--- config.mk ---
export PLATFORM = sky130hd
export DESIGN_NAME = plti_ctrl
export DESIGN_NICKNAME = d
export VERILOG_FILES = /design/src/hw/rtl/piecewise_linear_table_interp_unit_macros.svh /design/src/hw/rtl/plti_pkg.sv /design/src/hw/rtl/plti_ctrl.sv
export SDC_FILE = /design/constraint.sdc
export NUM_CORES = 1
export LEC_CHECK = 0
export BUFFER_PORTS_ARGS = -buffer_cell sky130_fd_sc_hd__buf_2
export CAP_MARGIN = 10
export CELL_PAD_IN_SITES_DETAIL_PLACEMENT = 0
export CELL_PAD_IN_SITES_GLOBAL_PLACEMENT = 1
export CORE_MARGIN = 8
export CORE_UTILIZATION = 35
export DETAILED_ROUTE_END_ITERATION = 8
export GPL_ROUTABILITY_DRIVEN = 1
export GPL_TIMING_DRIVEN = 0
export PLACE_DENSITY_LB_ADDON = 0.15
export SYNTH_ARGS = -nofsm -noshare
export SYNTH_HDL_FRONTEND = slang
export SYNTH_SLANG_ARGS = --single-unit
export TNS_END_PERCENT = 10
--- constraint.sdc ---
create_clock -name clk -period 3.75 [get_ports clk]
set_clock_uncertainty 0.15 [all_clocks]
set_input_delay 0.1875 -clock clk [delete_from_list [all_inputs] [get_ports clk]]
set_output_delay 0.1875 -clock clk [all_outputs]
set_load 0.005 [all_outputs]
--- src/hw/rtl/piecewise_linear_table_interp_unit_macros.svh ---
// Assertion macros for the piecewise linear table interpolation unit.
// Included by the top level; needs nothing else.
`ifndef PIECEWISE_LINEAR_TABLE_INTERP_UNIT_MACROS_SVH
`define PIECEWISE_LINEAR_TABLE_INTERP_UNIT_MACROS_SVH

// same-cycle implication, reset masked
`define PLTI_ASSERT_NOW(lbl, clk, rst_n, ante, cons, msg) \
  lbl: assert property (@(posedge clk) disable iff (!rst_n) (ante) |-> (cons)) \
    else $error(msg);

// next-cycle implication, reset masked
`define PLTI_ASSERT_NEXT(lbl, clk, rst_n, ante, cons, msg) \
  lbl: assert property (@(posedge clk) disable iff (!rst_n) (ante) |=> (cons)) \
    else $error(msg);

`endif

--- src/hw/rtl/plti_pkg.sv ---
// Shared types, constants and helpers for the interpolation unit.
// Used by plti_dp, plti_ctrl and piecewise_linear_table_interp_unit.
package plti_pkg;

  localparam int TABLE_ROWS  = 64;
  localparam int VALUE_WIDTH = 24;
  localparam int ROW_W       = $clog2(TABLE_ROWS);
  localparam int ROWS_W      = 7;
  localparam int LAM_W       = 16;
  localparam int PROD_W      = VALUE_WIDTH + 1 + LAM_W + 1;
  localparam int SUM_W       = VALUE_WIDTH + 3;
  localparam int CNT_W       = 4;

  localparam logic OP_LOAD  = 1'b0;
  localparam logic OP_QUERY = 1'b1;

  localparam logic [ROWS_W-1:0] ROWS_MIN = ROWS_W'(2);
  localparam logic [ROWS_W-1:0] ROWS_MAX = ROWS_W'(TABLE_ROWS);

  localparam logic [CNT_W-1:0] DIV_LAST = CNT_W'(LAM_W - 1);

  // coefficient select; COEF_NONE only drains the blend pipeline
  localparam logic [1:0] COEF_LIFT   = 2'd0;
  localparam logic [1:0] COEF_DRAG   = 2'd1;
  localparam logic [1:0] COEF_MOMENT = 2'd2;
  localparam logic [1:0] COEF_NONE   = 2'd3;

  typedef struct packed {
    logic                          operation;
    logic [ROW_W-1:0]              row_index;
    logic signed [VALUE_WIDTH-1:0] angle;
    logic signed [VALUE_WIDTH-1:0] lift_in;
    logic signed [VALUE_WIDTH-1:0] drag_in;
    logic signed [VALUE_WIDTH-1:0] moment_in;
  } plti_in_t;

  typedef struct packed {
    logic                          in_range;
    logic signed [VALUE_WIDTH-1:0] lift_out;
    logic signed [VALUE_WIDTH-1:0] drag_out;
    logic signed [VALUE_WIDTH-1:0] moment_out;
  } plti_out_t;

  typedef struct packed {
    logic signed [VALUE_WIDTH-1:0] bp;
    logic signed [VALUE_WIDTH-1:0] lift;
    logic signed [VALUE_WIDTH-1:0] drag;
    logic signed [VALUE_WIDTH-1:0] moment;
  } plti_row_t;

  typedef enum logic [2:0] {
    ST_IDLE,
    ST_FETCH,
    ST_SEARCH,
    ST_DIVIDE,
    ST_BLEND,
    ST_OUT
  } plti_state_t;

  typedef struct packed {
    logic       mem_we;
    logic       query_init;
    logic       fetch;
    logic       div_init;
    logic       div_step;
    logic       blend_step;
    logic [1:0] blend_idx;
    logic       res_first;
    logic       res_miss;
  } plti_cmd_t;

  typedef struct packed {
    logic found;     // query angle <= breakpoint of current row
    logic first;     // current row is row 0
    logic eq_first;  // query angle == breakpoint of current row
    logic at_last;   // current row is the last one in use
  } plti_sts_t;

  function automatic logic signed [VALUE_WIDTH-1:0] coef_of(input plti_row_t r,
                                                            input logic [1:0] sel);
    logic signed [VALUE_WIDTH-1:0] v;
    unique case (sel)
      COEF_LIFT:   v = r.lift;
      COEF_DRAG:   v = r.drag;
      COEF_MOMENT: v = r.moment;
      default:     v = '0;
    endcase
    return v;
  endfunction

  function automatic logic signed [VALUE_WIDTH-1:0] sat_value(
      input logic signed [SUM_W-1:0] v);
    logic signed [SUM_W-1:0] hi;
    logic signed [SUM_W-1:0] lo;
    logic signed [VALUE_WIDTH-1:0] r;
    hi = SUM_W'({1'b0, {(VALUE_WIDTH-1){1'b1}}});
    lo = -hi - SUM_W'(1);
    if (v > hi) begin
      r = {1'b0, {(VALUE_WIDTH-1){1'b1}}};
    end else if (v < lo) begin
      r = {1'b1, {(VALUE_WIDTH-1){1'b0}}};
    end else begin
      r = v[VALUE_WIDTH-1:0];
    end
    return r;
  endfunction

endpackage

--- src/hw/rtl/plti_ctrl.sv ---
// Controller FSM: sequences search, divide, blend and the result strobe.
// Depends on plti_pkg; drives plti_dp through a command struct.
module plti_ctrl (
  input  logic                 clk,
  input  logic                 rst_n,
  input  logic                 start,
  input  logic                 operation,
  input  plti_pkg::plti_sts_t  sts,
  output plti_pkg::plti_cmd_t  cmd,
  output logic                 busy,
  output logic                 out_valid
);
  import plti_pkg::*;

  plti_state_t      state_r;
  plti_state_t      state_nxt;
  logic [CNT_W-1:0] cnt_r;
  logic [CNT_W-1:0] cnt_nxt;

  always_ff @(posedge clk) begin
    if (!rst_n) begin
      state_r <= ST_IDLE;
      cnt_r   <= '0;
    end else begin
      state_r <= state_nxt;
      cnt_r   <= cnt_nxt;
    end
  end

  always_comb begin
    state_nxt = state_r;
    cnt_nxt   = cnt_r;
    cmd       = '0;
    cmd.blend_idx = cnt_r[1:0];
    unique case (state_r)
      ST_IDLE: begin
        if (start) begin
          if (operation == OP_LOAD) begin
            cmd.mem_we = 1'b1;
          end else begin
            cmd.query_init = 1'b1;
            state_nxt      = ST_FETCH;
          end
        end
      end
      ST_FETCH: begin
        cmd.fetch = 1'b1;
        state_nxt = ST_SEARCH;
      end
      ST_SEARCH: begin
        priority if (sts.found) begin
          if (sts.first) begin
            cmd.res_first = 1'b1;
            state_nxt     = ST_OUT;
          end else begin
            cmd.div_init = 1'b1;
            cnt_nxt      = '0;
            state_nxt    = ST_DIVIDE;
          end
        end else if (sts.at_last) begin
          cmd.res_miss = 1'b1;
          state_nxt    = ST_OUT;
        end else begin
          cmd.fetch = 1'b1;
        end
      end
      ST_DIVIDE: begin
        cmd.div_step = 1'b1;
        if (cnt_r == DIV_LAST) begin
          cnt_nxt   = '0;
          state_nxt = ST_BLEND;
        end else begin
          cnt_nxt = cnt_r + CNT_W'(1);
        end
      end
      ST_BLEND: begin
        cmd.blend_step = 1'b1;
        if (cnt_r[1:0] == COEF_NONE) begin
          cnt_nxt   = '0;
          state_nxt = ST_OUT;
        end else begin
          cnt_nxt = cnt_r + CNT_W'(1);
        end
      end
      ST_OUT: begin
        state_nxt = ST_IDLE;
      end
      default: begin
        state_nxt = ST_IDLE;
      end
    endcase
  end

  assign busy      = (state_r != ST_IDLE);
  assign out_valid = (state_r == ST_OUT);

endmodule

==> results.yml, run 1 <==
cts:
  cts_hold_buf: 0
  h-tree-depth: 1
  cts_sinks: 7
  clk_pin_slew_ps: 50
  cts_tree: "done"
  clockBufferDepth: 2
  postCtsSetupBuffers: 0
  clk_latency_ps: 250
  cts_resized: 0
  cts_made_buffers: 3
  cts-root-buf: "clkbuf_4"
worst_setup_path:
  rr_endpoint: "state_r[0]$_SDFFE_PN0P_"
  critical-path-top-delay-family: "simple AND/OR/NAND/NOR gates"
  path_cells: "nand2b_1, nor4_1, o21bai_1, buf_2"
  cp.required_ps: 3410
  reg2reg_depth: 5
  rrSetupSlack_ps: 1980
  r2r-start: "state_r[2]$_SDFFE_PN0P_"
  cp.buffers_inverters: 1
  path_max_fanout: 9
  endpoint_kind: "output port"
  crit_path_max_incr_delay_ps: 380
  path_class: "register to output port"
  crit_slowest_cell: "dfxtp_1"
  cp-start-kind: "register"
  arrival_ps: 1530
cells_and_area:
  regArea_um2: 140.1
  drive_above_1_share_pct: 35.56
  multi_input_area_um2: 336.6
  n_fill_cell: 154
  diodes: 0
  num-nets-final: 101
  area_growth_pct: 25.06
logic_synthesis:
  synthTopCellsByArea: "dfxtp_1, buf_6, nand2_1"
  ys_seq_area_share_pct: 25.75
  syn_nets: 78
  yosysWarningCount: 0
  synthTopCellsByCount: "dfxtp_1, nand2_1, inv_1, nand3_1"
  synth.distinct_cells: 30
  synth.cell_area_um2: 544.3
  synth_seq_cells: 7
  synthArstFlopShare_pct: 0
  synth-edff-count: 0
  syn_avg_cell_area_um2: 8.004
  syn_inst: 68
  synth_top_area_share_pct: 25.75
  synth_flop_cell: "dfxtp_1"
  synth_top_cell_by_area: "dfxtp_1"
floorplan:
  die_area_um2: 3073
  core_um2: 1489
  die_h_um: 55.44
  rows: 14
  die-width_um: 55.44
  ioPinCount: 20
  initial_core_util_pct: 36.55
global_route:
  gr-total-overflow: 0
  antenna_found_initial: 0
  globalRouteTotalUtil_pct: 8.662
  grt_first_pass_wirelength_um: 2283
  grt_max_degree: 11
  grt_pass1_vias: 511
sta:
  tightest_slew_ps: 532.3
  finalHoldViolCount: 0
  min_period_ps: 1863
  setup_violations: 0
  max_freq_mhz: 536.8
  slew_violations: 0
  rsz0062_at_grt: "false"
  timing.slew.headroom_pct: 64.14
  period_share_pct: 49.67
  setup_tns_ps: 0
hold_path:
  hp-class: "primary input to register"
  min_to: "state_r[0]$_SDFFE_PN0P_"
  min-delay-start: "rst_n"
  hold_path_depth: 2
power_and_ir_drop:
  ir_drop_mv: 0.2724
  p_leak_nw: 0.3294
  report.power.total_w: 0.0004124
  p_per_area_nw_per_um2: 605.9
drt:
  dr.first_iter.drc_count: 13
  num_vias: 546
  first_pass_iters: 4
  vias_per_cell: 5.151
  drc: 0
  wire_per_inst_um: 11.70
  wirelength_um: 1240
  ant_nets: 0
place:
  gp_congestion: 0.7026
  place_hpwl_um: 1011
  portBuffers: 18
run_status:
  status: "finished, final reports clean"
flow_run:
  cap_viol_max_count: 0
-- metal layers --
layer / global-route usage [%] / vias up / routed length, um
li1: - / 289 / -
met4: 2.113 / 0 / 0
met2: 12.50 / 11 / 541
met5: 0 / - / 0
met1: 10.90 / 246 / 635
met3: 4.566 / 0 / 63
-- layout make-up --
cell class / count / share of cell area [%]
inverter: 5 / 2.757
multi-input combinational: 51 / 49.45
tap: 16 / 2.941
buffer: 5 / 7.169
clock buffer: 4 / 3.860
sequential: 7 / 20.59
timing repair buffer: 18 / 13.24
-- registers in the layout (all words and copies together), names as in the netlist --
register and count:
state_r 3, cnt_r 4
-- power by group --
group / switching [W] / internal (W)
clock network: 0.0000274 / 0.0000406
logic: 0.000116 / 0.000116
registers: 0.0000202 / 0.0000926
-- through the flow --
step           instances  utilization (%)  area (um2)  hold slack (ps)  worst slack (ps)
2_1_floorplan         68                -       544.3            172.1              2098
3_3_place_gp         102            43.95       654.4            307.6              1992
3_5_place_dp         102            43.95       654.4            318.1              1992
4_1_cts              106            45.71       680.7            53.75              1888
5_1_grt              106            45.71       680.7            72.97              1803
6_report             106            45.71       680.7            63.32              1887
-- cell usage in the layout (no fill, tap or decap), types with 3 or more instances in the layout --
cell,netlist,layout
buf_2,0,18
nor2_1,4,4
a21oi_1,3,3
nand3_1,5,5
inv_1,5,5
nand2_1,7,7
nand2b_1,3,3
buf_6,3,3
nor3_1,4,4
clkbuf_4,0,3
o21ai_0,3,3
dfxtp_1,7,7
-- cells by family after synthesis --
group	count (synthesis)	synth area share, %
buffers and inverters	10	12.41
adders and majority gates	2	4.597
DFF	7	25.75
AOI/OAI and AO/OA	16	23.91
and+or+nand+nor	33	33.34
-- how the worst max path moves through the flow --
stage          depth (start not counted)                 endpoint  slack (ps)                     from
5_1_grt                                4                   cmd[7]        1800  state_r[2]$_SDFFE_PN0P_
3_3_place_gp                           5  state_r[2]$_SDFFE_PN0P_        1990  state_r[2]$_SDFFE_PN0P_
6_report                               4                   cmd[7]        1890  state_r[2]$_SDFFE_PN0P_
2_1_floorplan                          5    cnt_r[2]$_SDFFE_PN0P_        2100    cnt_r[0]$_SDFFE_PN0P_
3_5_place_dp                           5  state_r[0]$_SDFFE_PN0P_        1990  state_r[2]$_SDFFE_PN0P_
4_1_cts                                4                   cmd[7]        1890  state_r[2]$_SDFFE_PN0P_
Power figures use the tool's default switching activity.
==> run 2: changes to the inputs <==
- CORE_UTILIZATION: 35 -> 29
- clock period: 3.75 -> 1.5 ns (I/O delays scaled with it)
==> results.yml, run 2 (same netlist as run 1, synthesis figures left out) <==
run_status:
  status: "finished, violations left"
  violations: "negative setup slack"
cells_and_area:
  n_fill_cell: 187
  layout_commonest_cell: "buf_2"
  largest_register: "cnt_r"
  final_cell_mix: "buf_2, buf_4, nand2_1, inv_1, nand3_1"
  drive_above_1_share_pct: 51.46
  diodes: 0
  design_area_um2: 865.8
  top_regs: "cnt_r: 4 flops, state_r: 3 flops"
  area_growth_pct: 59.08
  largest_reg_flops: 4
  num-nets-final: 114
global_route:
  grt_pass1_vias: 595
  use_met3_pct: 5.206
  met1_usage_pct: 10.85
  grt_first_pass_wirelength_um: 2580
  grt_max_degree: 11
  antenna_found_initial: 0
  met2_usage_pct: 15.10
  globalRouteTotalUtil_pct: 9.518
  gr-total-overflow: 0
  top_usage_layer: "met2"
sta:
  slew_violations: 0
  period_share_pct: 109.6
  rsz0062_at_grt: "true"
  max_freq_mhz: 608.2
  tightest_slew_ps: 347.3
  timing.hold.ws_ps: 115.8
  finalHoldViolCount: 0
  min_period_ps: 1644
  setup_violations: 11
  setup_ws_ps: -144.1
  timing.slew.headroom_pct: 76.69
worst_setup_path:
  endpoint_kind: "register"
  path_class: "register to register"
  arrival_ps: 1680
  cp-start-kind: "register"
  cp.required_ps: 1540
  path_max_fanout: 4
floorplan:
  rows: 15
  die_h_um: 59.32
  die-width_um: 59.32
  ioPinCount: 20
  initial_core_util_pct: 31.18
  die_area_um2: 3519
  core_um2: 1745
cts:
  h-tree-depth: 1
  cts_made_buffers: 3
  clk_latency_ps: 260
  clk_pin_slew_ps: 60
  cts_sinks: 7
  clockBufferDepth: 2
  cts-root-buf: "clkbuf_4"
  cts_tree: "done"
power_and_ir_drop:
  ir_drop_mv: 0.5579
  p_per_area_nw_per_um2: 1556
  p_leak_nw: 0.4037
drt:
  num_vias: 601
  wire_per_inst_um: 12.25
  vias_per_cell: 4.695
  ant_nets: 0
  drc: 0
  wirelength_um: 1568
  dr.first_iter.drc_count: 10
  first_pass_iters: 4
place:
  portBuffers: 18
  place_hpwl_um: 1094
  gp_congestion: 0.7014
  pre_cts_slack_ps: -277.0
  placed_cell_area_um2: 668.1
hold_path:
  hp-class: "primary input to register"
flow_run:
  cap_viol_max_count: 0
[run 2: where the power goes]
| part | switching (W) | internal, W |
|---|---|---|
| Clock | 0.0000725 | 0.000102 |
| Combinational | 0.000389 | 0.000469 |
| Sequential | 0.0000576 | 0.000257 |
[run 2: repair_timing]
item / 4_1_cts / 5_1_grt
endpoints found under the setup margin: 13 / 12
endpoints found under the hold margin: 3 / 0
pin swaps: 10 / 6
hold buffers: 1 / 0
buffers inserted: 6 / 7
gates cloned: 0 / 0
gates resized for setup: 12 / 8
[run 2: routing by layer]
layer	share of wire (%)	vias to the layer above	wire, um
met4	0	0	0
met1	48	275	749
met3	5.9	0	92
met2	46	14	726
met5	0	-	0
li1	-	312	-
[run 2: path summary, 6_finish.rpt]
path	slack (ps)	start	depth (start not counted)	endpoint
max	-140	state_r[1]$_SDFFE_PN0P_	6	cnt_r[3]$_SDFFE_PN0P_
min	120	start	4	state_r[1]$_SDFFE_PN0P_
max reg2reg	-140	state_r[1]$_SDFFE_PN0P_	6	cnt_r[3]$_SDFFE_PN0P_
min reg2reg	330	cnt_r[0]$_SDFFE_PN0P_	1	cnt_r[0]$_SDFFE_PN0P_
[run 2: metrics by stage]
stage                     cells  total power [W]  TNS [ps]  util [%]
after floorplan              68        0.0007052    -465.6         -
after global placement      111        0.0008818     -1395     38.28
after detailed placement    111        0.0008857     -1324     38.28
after CTS                   121         0.001167    -705.7     44.73
after global routing        128         0.001464     -1702     49.61
final                       128         0.001347    -830.7     49.61
[run 2: layout make-up]
class | instances | area, um2 | area share [%]
inverter | 5 | 18.77 | 2.168
clock buffer | 4 | 26.28 | 3.035
sequential | 7 | 156.4 | 18.06
timing repair buffer | 32 | 205.2 | 23.70
tap | 25 | 31.28 | 3.613
buffer | 4 | 37.54 | 4.335
multi-input combinational | 51 | 390.4 | 45.09
[run 2: critical path, cell delays in order, from the launching register on]
cell and delay, ps:
dfxtp_4 360, or3b_1 360, buf_6 140, o22ai_4 230, buf_6 140, nand2_1 50
a31oi_1 150
==> run 3: changes to the inputs <==
--- a/config.mk
+++ b/config.mk
@@ -16,4 +16,5 @@
 export GPL_TIMING_DRIVEN = 0
 export PLACE_DENSITY_LB_ADDON = 0.15
+export SETUP_SLACK_MARGIN = 0.15
 export SYNTH_ARGS = -nofsm -noshare
 export SYNTH_HDL_FRONTEND = slang
==> constraint.sdc (replaced) <==
create_clock -name clk -period 1.5 [get_ports clk]
set_clock_uncertainty 0.15 [all_clocks]
set_input_delay 0.075 -clock clk [delete_from_list [all_inputs] [get_ports clk]]
set_output_delay 0.075 -clock clk [all_outputs]
set_load 0.05 [all_outputs]
==> results.yml, run 3 (same netlist as run 1, synthesis figures left out) <==
worst_setup_path:
  crit_slowest_cell: "or3b_4"
  endpoint_kind: "register"
  reg2reg_depth: 6
  crit_path_max_incr_delay_ps: 370
  r2r-start: "state_r[1]$_SDFFE_PN0P_"
  critical-path-top-delay-family: "compound AO/OA/AOI/OAI gates"
  cp.buffers_inverters: 2
  cp-start-kind: "register"
  cp.required_ps: 1490
  path_class: "register to register"
  rr_endpoint: "state_r[2]$_SDFFE_PN0P_"
  cpMostUsedCell: "buf_6"
  path_max_fanout: 10
  path_cells: "buf_6, or3b_4, buf_6, o22ai_4, a211oi_4, a32o_1"
  arrival_ps: 1690
  rrSetupSlack_ps: -190
cts:
  cts_sinks: 7
  h-tree-depth: 1
  cts_tree: "done"
  cts_made_buffers: 3
  cts-root-buf: "clkbuf_4"
  clk_pin_slew_ps: 50
  clk_latency_ps: 260
  clockBufferDepth: 2
drt:
  vias_per_cell: 4.538
  num_vias: 540
  ant_nets: 0
  drc: 0
  dr.first_iter.drc_count: 6
  first_pass_iters: 4
  wire_per_inst_um: 11.86
  wirelength_um: 1411
floorplan:
  die_area_um2: 3519
  rows: 15
  ioPinCount: 20
  die-width_um: 59.32
  die_h_um: 59.32
  core_um2: 1745
  initial_core_util_pct: 31.18
cells_and_area:
  num-nets-final: 105
  drive_above_1_share_pct: 52.13
  final_cell_mix: "buf_6, buf_4, buf_2, nand2_1, nand3_1"
  diodes: 0
  layout_commonest_cell: "buf_6"
  largest_register: "cnt_r"
  top_regs: "cnt_r: 4 flops, state_r: 3 flops"
  largest_reg_flops: 4
  final_cells: 119
  area_growth_pct: 59.54
power_and_ir_drop:
  ir_drop_mv: 0.8084
  p_leak_nw: 0.3596
  p_per_area_nw_per_um2: 1873
sta:
  min_period_ps: 1694
  timing.slew.headroom_pct: 65.63
  setup_tns_ps: -1157
  slew_violations: 0
  rsz0062_at_grt: "true"
  timing.hold.ws_ps: 97.48
  finalHoldViolCount: 0
  tightest_slew_ps: 510.2
  setup_ws_ps: -194.1
  max_freq_mhz: 590.3
  setup_violations: 9
  period_share_pct: 112.9
global_route:
  antenna_found_initial: 0
  grt_first_pass_wirelength_um: 2497
  globalRouteTotalUtil_pct: 9.039
  grt_max_degree: 11
  gr-total-overflow: 0
  grt_pass1_vias: 559
place:
  gp_congestion: 0.6975
  place_hpwl_um: 1071
  portBuffers: 18
  placedCellCount: 111
hold_path:
  hp-class: "primary input to register"
  hold_path_depth: 4
  min-delay-start: "start"
  min_to: "state_r[1]$_SDFFE_PN0P_"
run_status:
  violations: "negative setup slack"
  status: "finished, violations left"
flow_run:
  cap_viol_max_count: 0
run 3: changes by cell type in the layout (fill, tap and decap cells not counted), moves of 2 or more:
cell / before / now
buf_2: 18 / 8
buf_6: 4 / 10
buf_4: 13 / 8
dfxtp_4: 4 / 2
nor3_1: 3 / 1
nor3_2: 0 / 2
run 3: layer usage:
layer	vias to the layer above	GRT usage, %	part of all wire, %
met5	-	0	0
met4	0	2.048	0
met3	0	4.772	6.4
met2	10	14.33	47
met1	236	10.38	47
li1	294	-	-
run 3: where the power goes:
group	internal (W)	switching (W)	total, W
clock	0.000102	0.0000722	0.000174
combinational	0.000453	0.000687	0.00114
sequential	0.000246	0.0000668	0.000312
total	0.000800	0.000826	0.00163
run 3: timing repair:
action | 4_1_cts | 5_1_grt
buffers inserted | 3 | 0
resized for setup | 28 | 3
pin swaps | 6 | 4
endpoints found under the setup margin | 17 | 17
hold endpoints to repair | 3 | 0
hold buffers | 1 | 0
run 3: worst register-to-register path: stages, from the launching register on:
cell and delay (ps):
dfxtp_1 300, buf_6 130, or3b_4 370, buf_6 140, o22ai_4 210, a211oi_4 70
a32o_1 210
run 3: area by class of cell:
cell class / instances / area (um2)
buffer: 5 / 48.80
tap: 25 / 31.28
fill: 187 / 877.1
multi-input combinational: 51 / 415.4
inverter: 5 / 22.52
sequential: 7 / 150.1
clock buffer: 4 / 26.28
timing repair buffer: 22 / 173.9
run 3: worst max path at each step:
stage | slack (ps) | end | start | cells past startpoint
2_1_floorplan | -140 | state_r[2]$_SDFFE_PN0P_ | state_r[1]$_SDFFE_PN0P_ | 6
5_1_grt | -260 | state_r[2]$_SDFFE_PN0P_ | state_r[1]$_SDFFE_PN0P_ | 6
3_3_place_gp | -300 | state_r[2]$_SDFFE_PN0P_ | state_r[2]$_SDFFE_PN0P_ | 5
3_5_place_dp | -280 | state_r[2]$_SDFFE_PN0P_ | state_r[2]$_SDFFE_PN0P_ | 5
6_report | -190 | state_r[2]$_SDFFE_PN0P_ | state_r[1]$_SDFFE_PN0P_ | 6
4_1_cts | -210 | state_r[2]$_SDFFE_PN0P_ | state_r[1]$_SDFFE_PN0P_ | 6
run 3: metrics by stage:
step                      cell area, um2  util (%)  power, W  setup WS, ps
after floorplan                    578.1         -  0.001051        -137.6
after global placement             699.4     40.07  0.001232        -301.9
after CTS                          862.1     49.39  0.001635        -212.7
after global routing               868.3     49.75  0.001740        -259.3
final                              868.3     49.75  0.001626        -194.1
after detailed placement           699.4     40.07  0.001231        -282.6
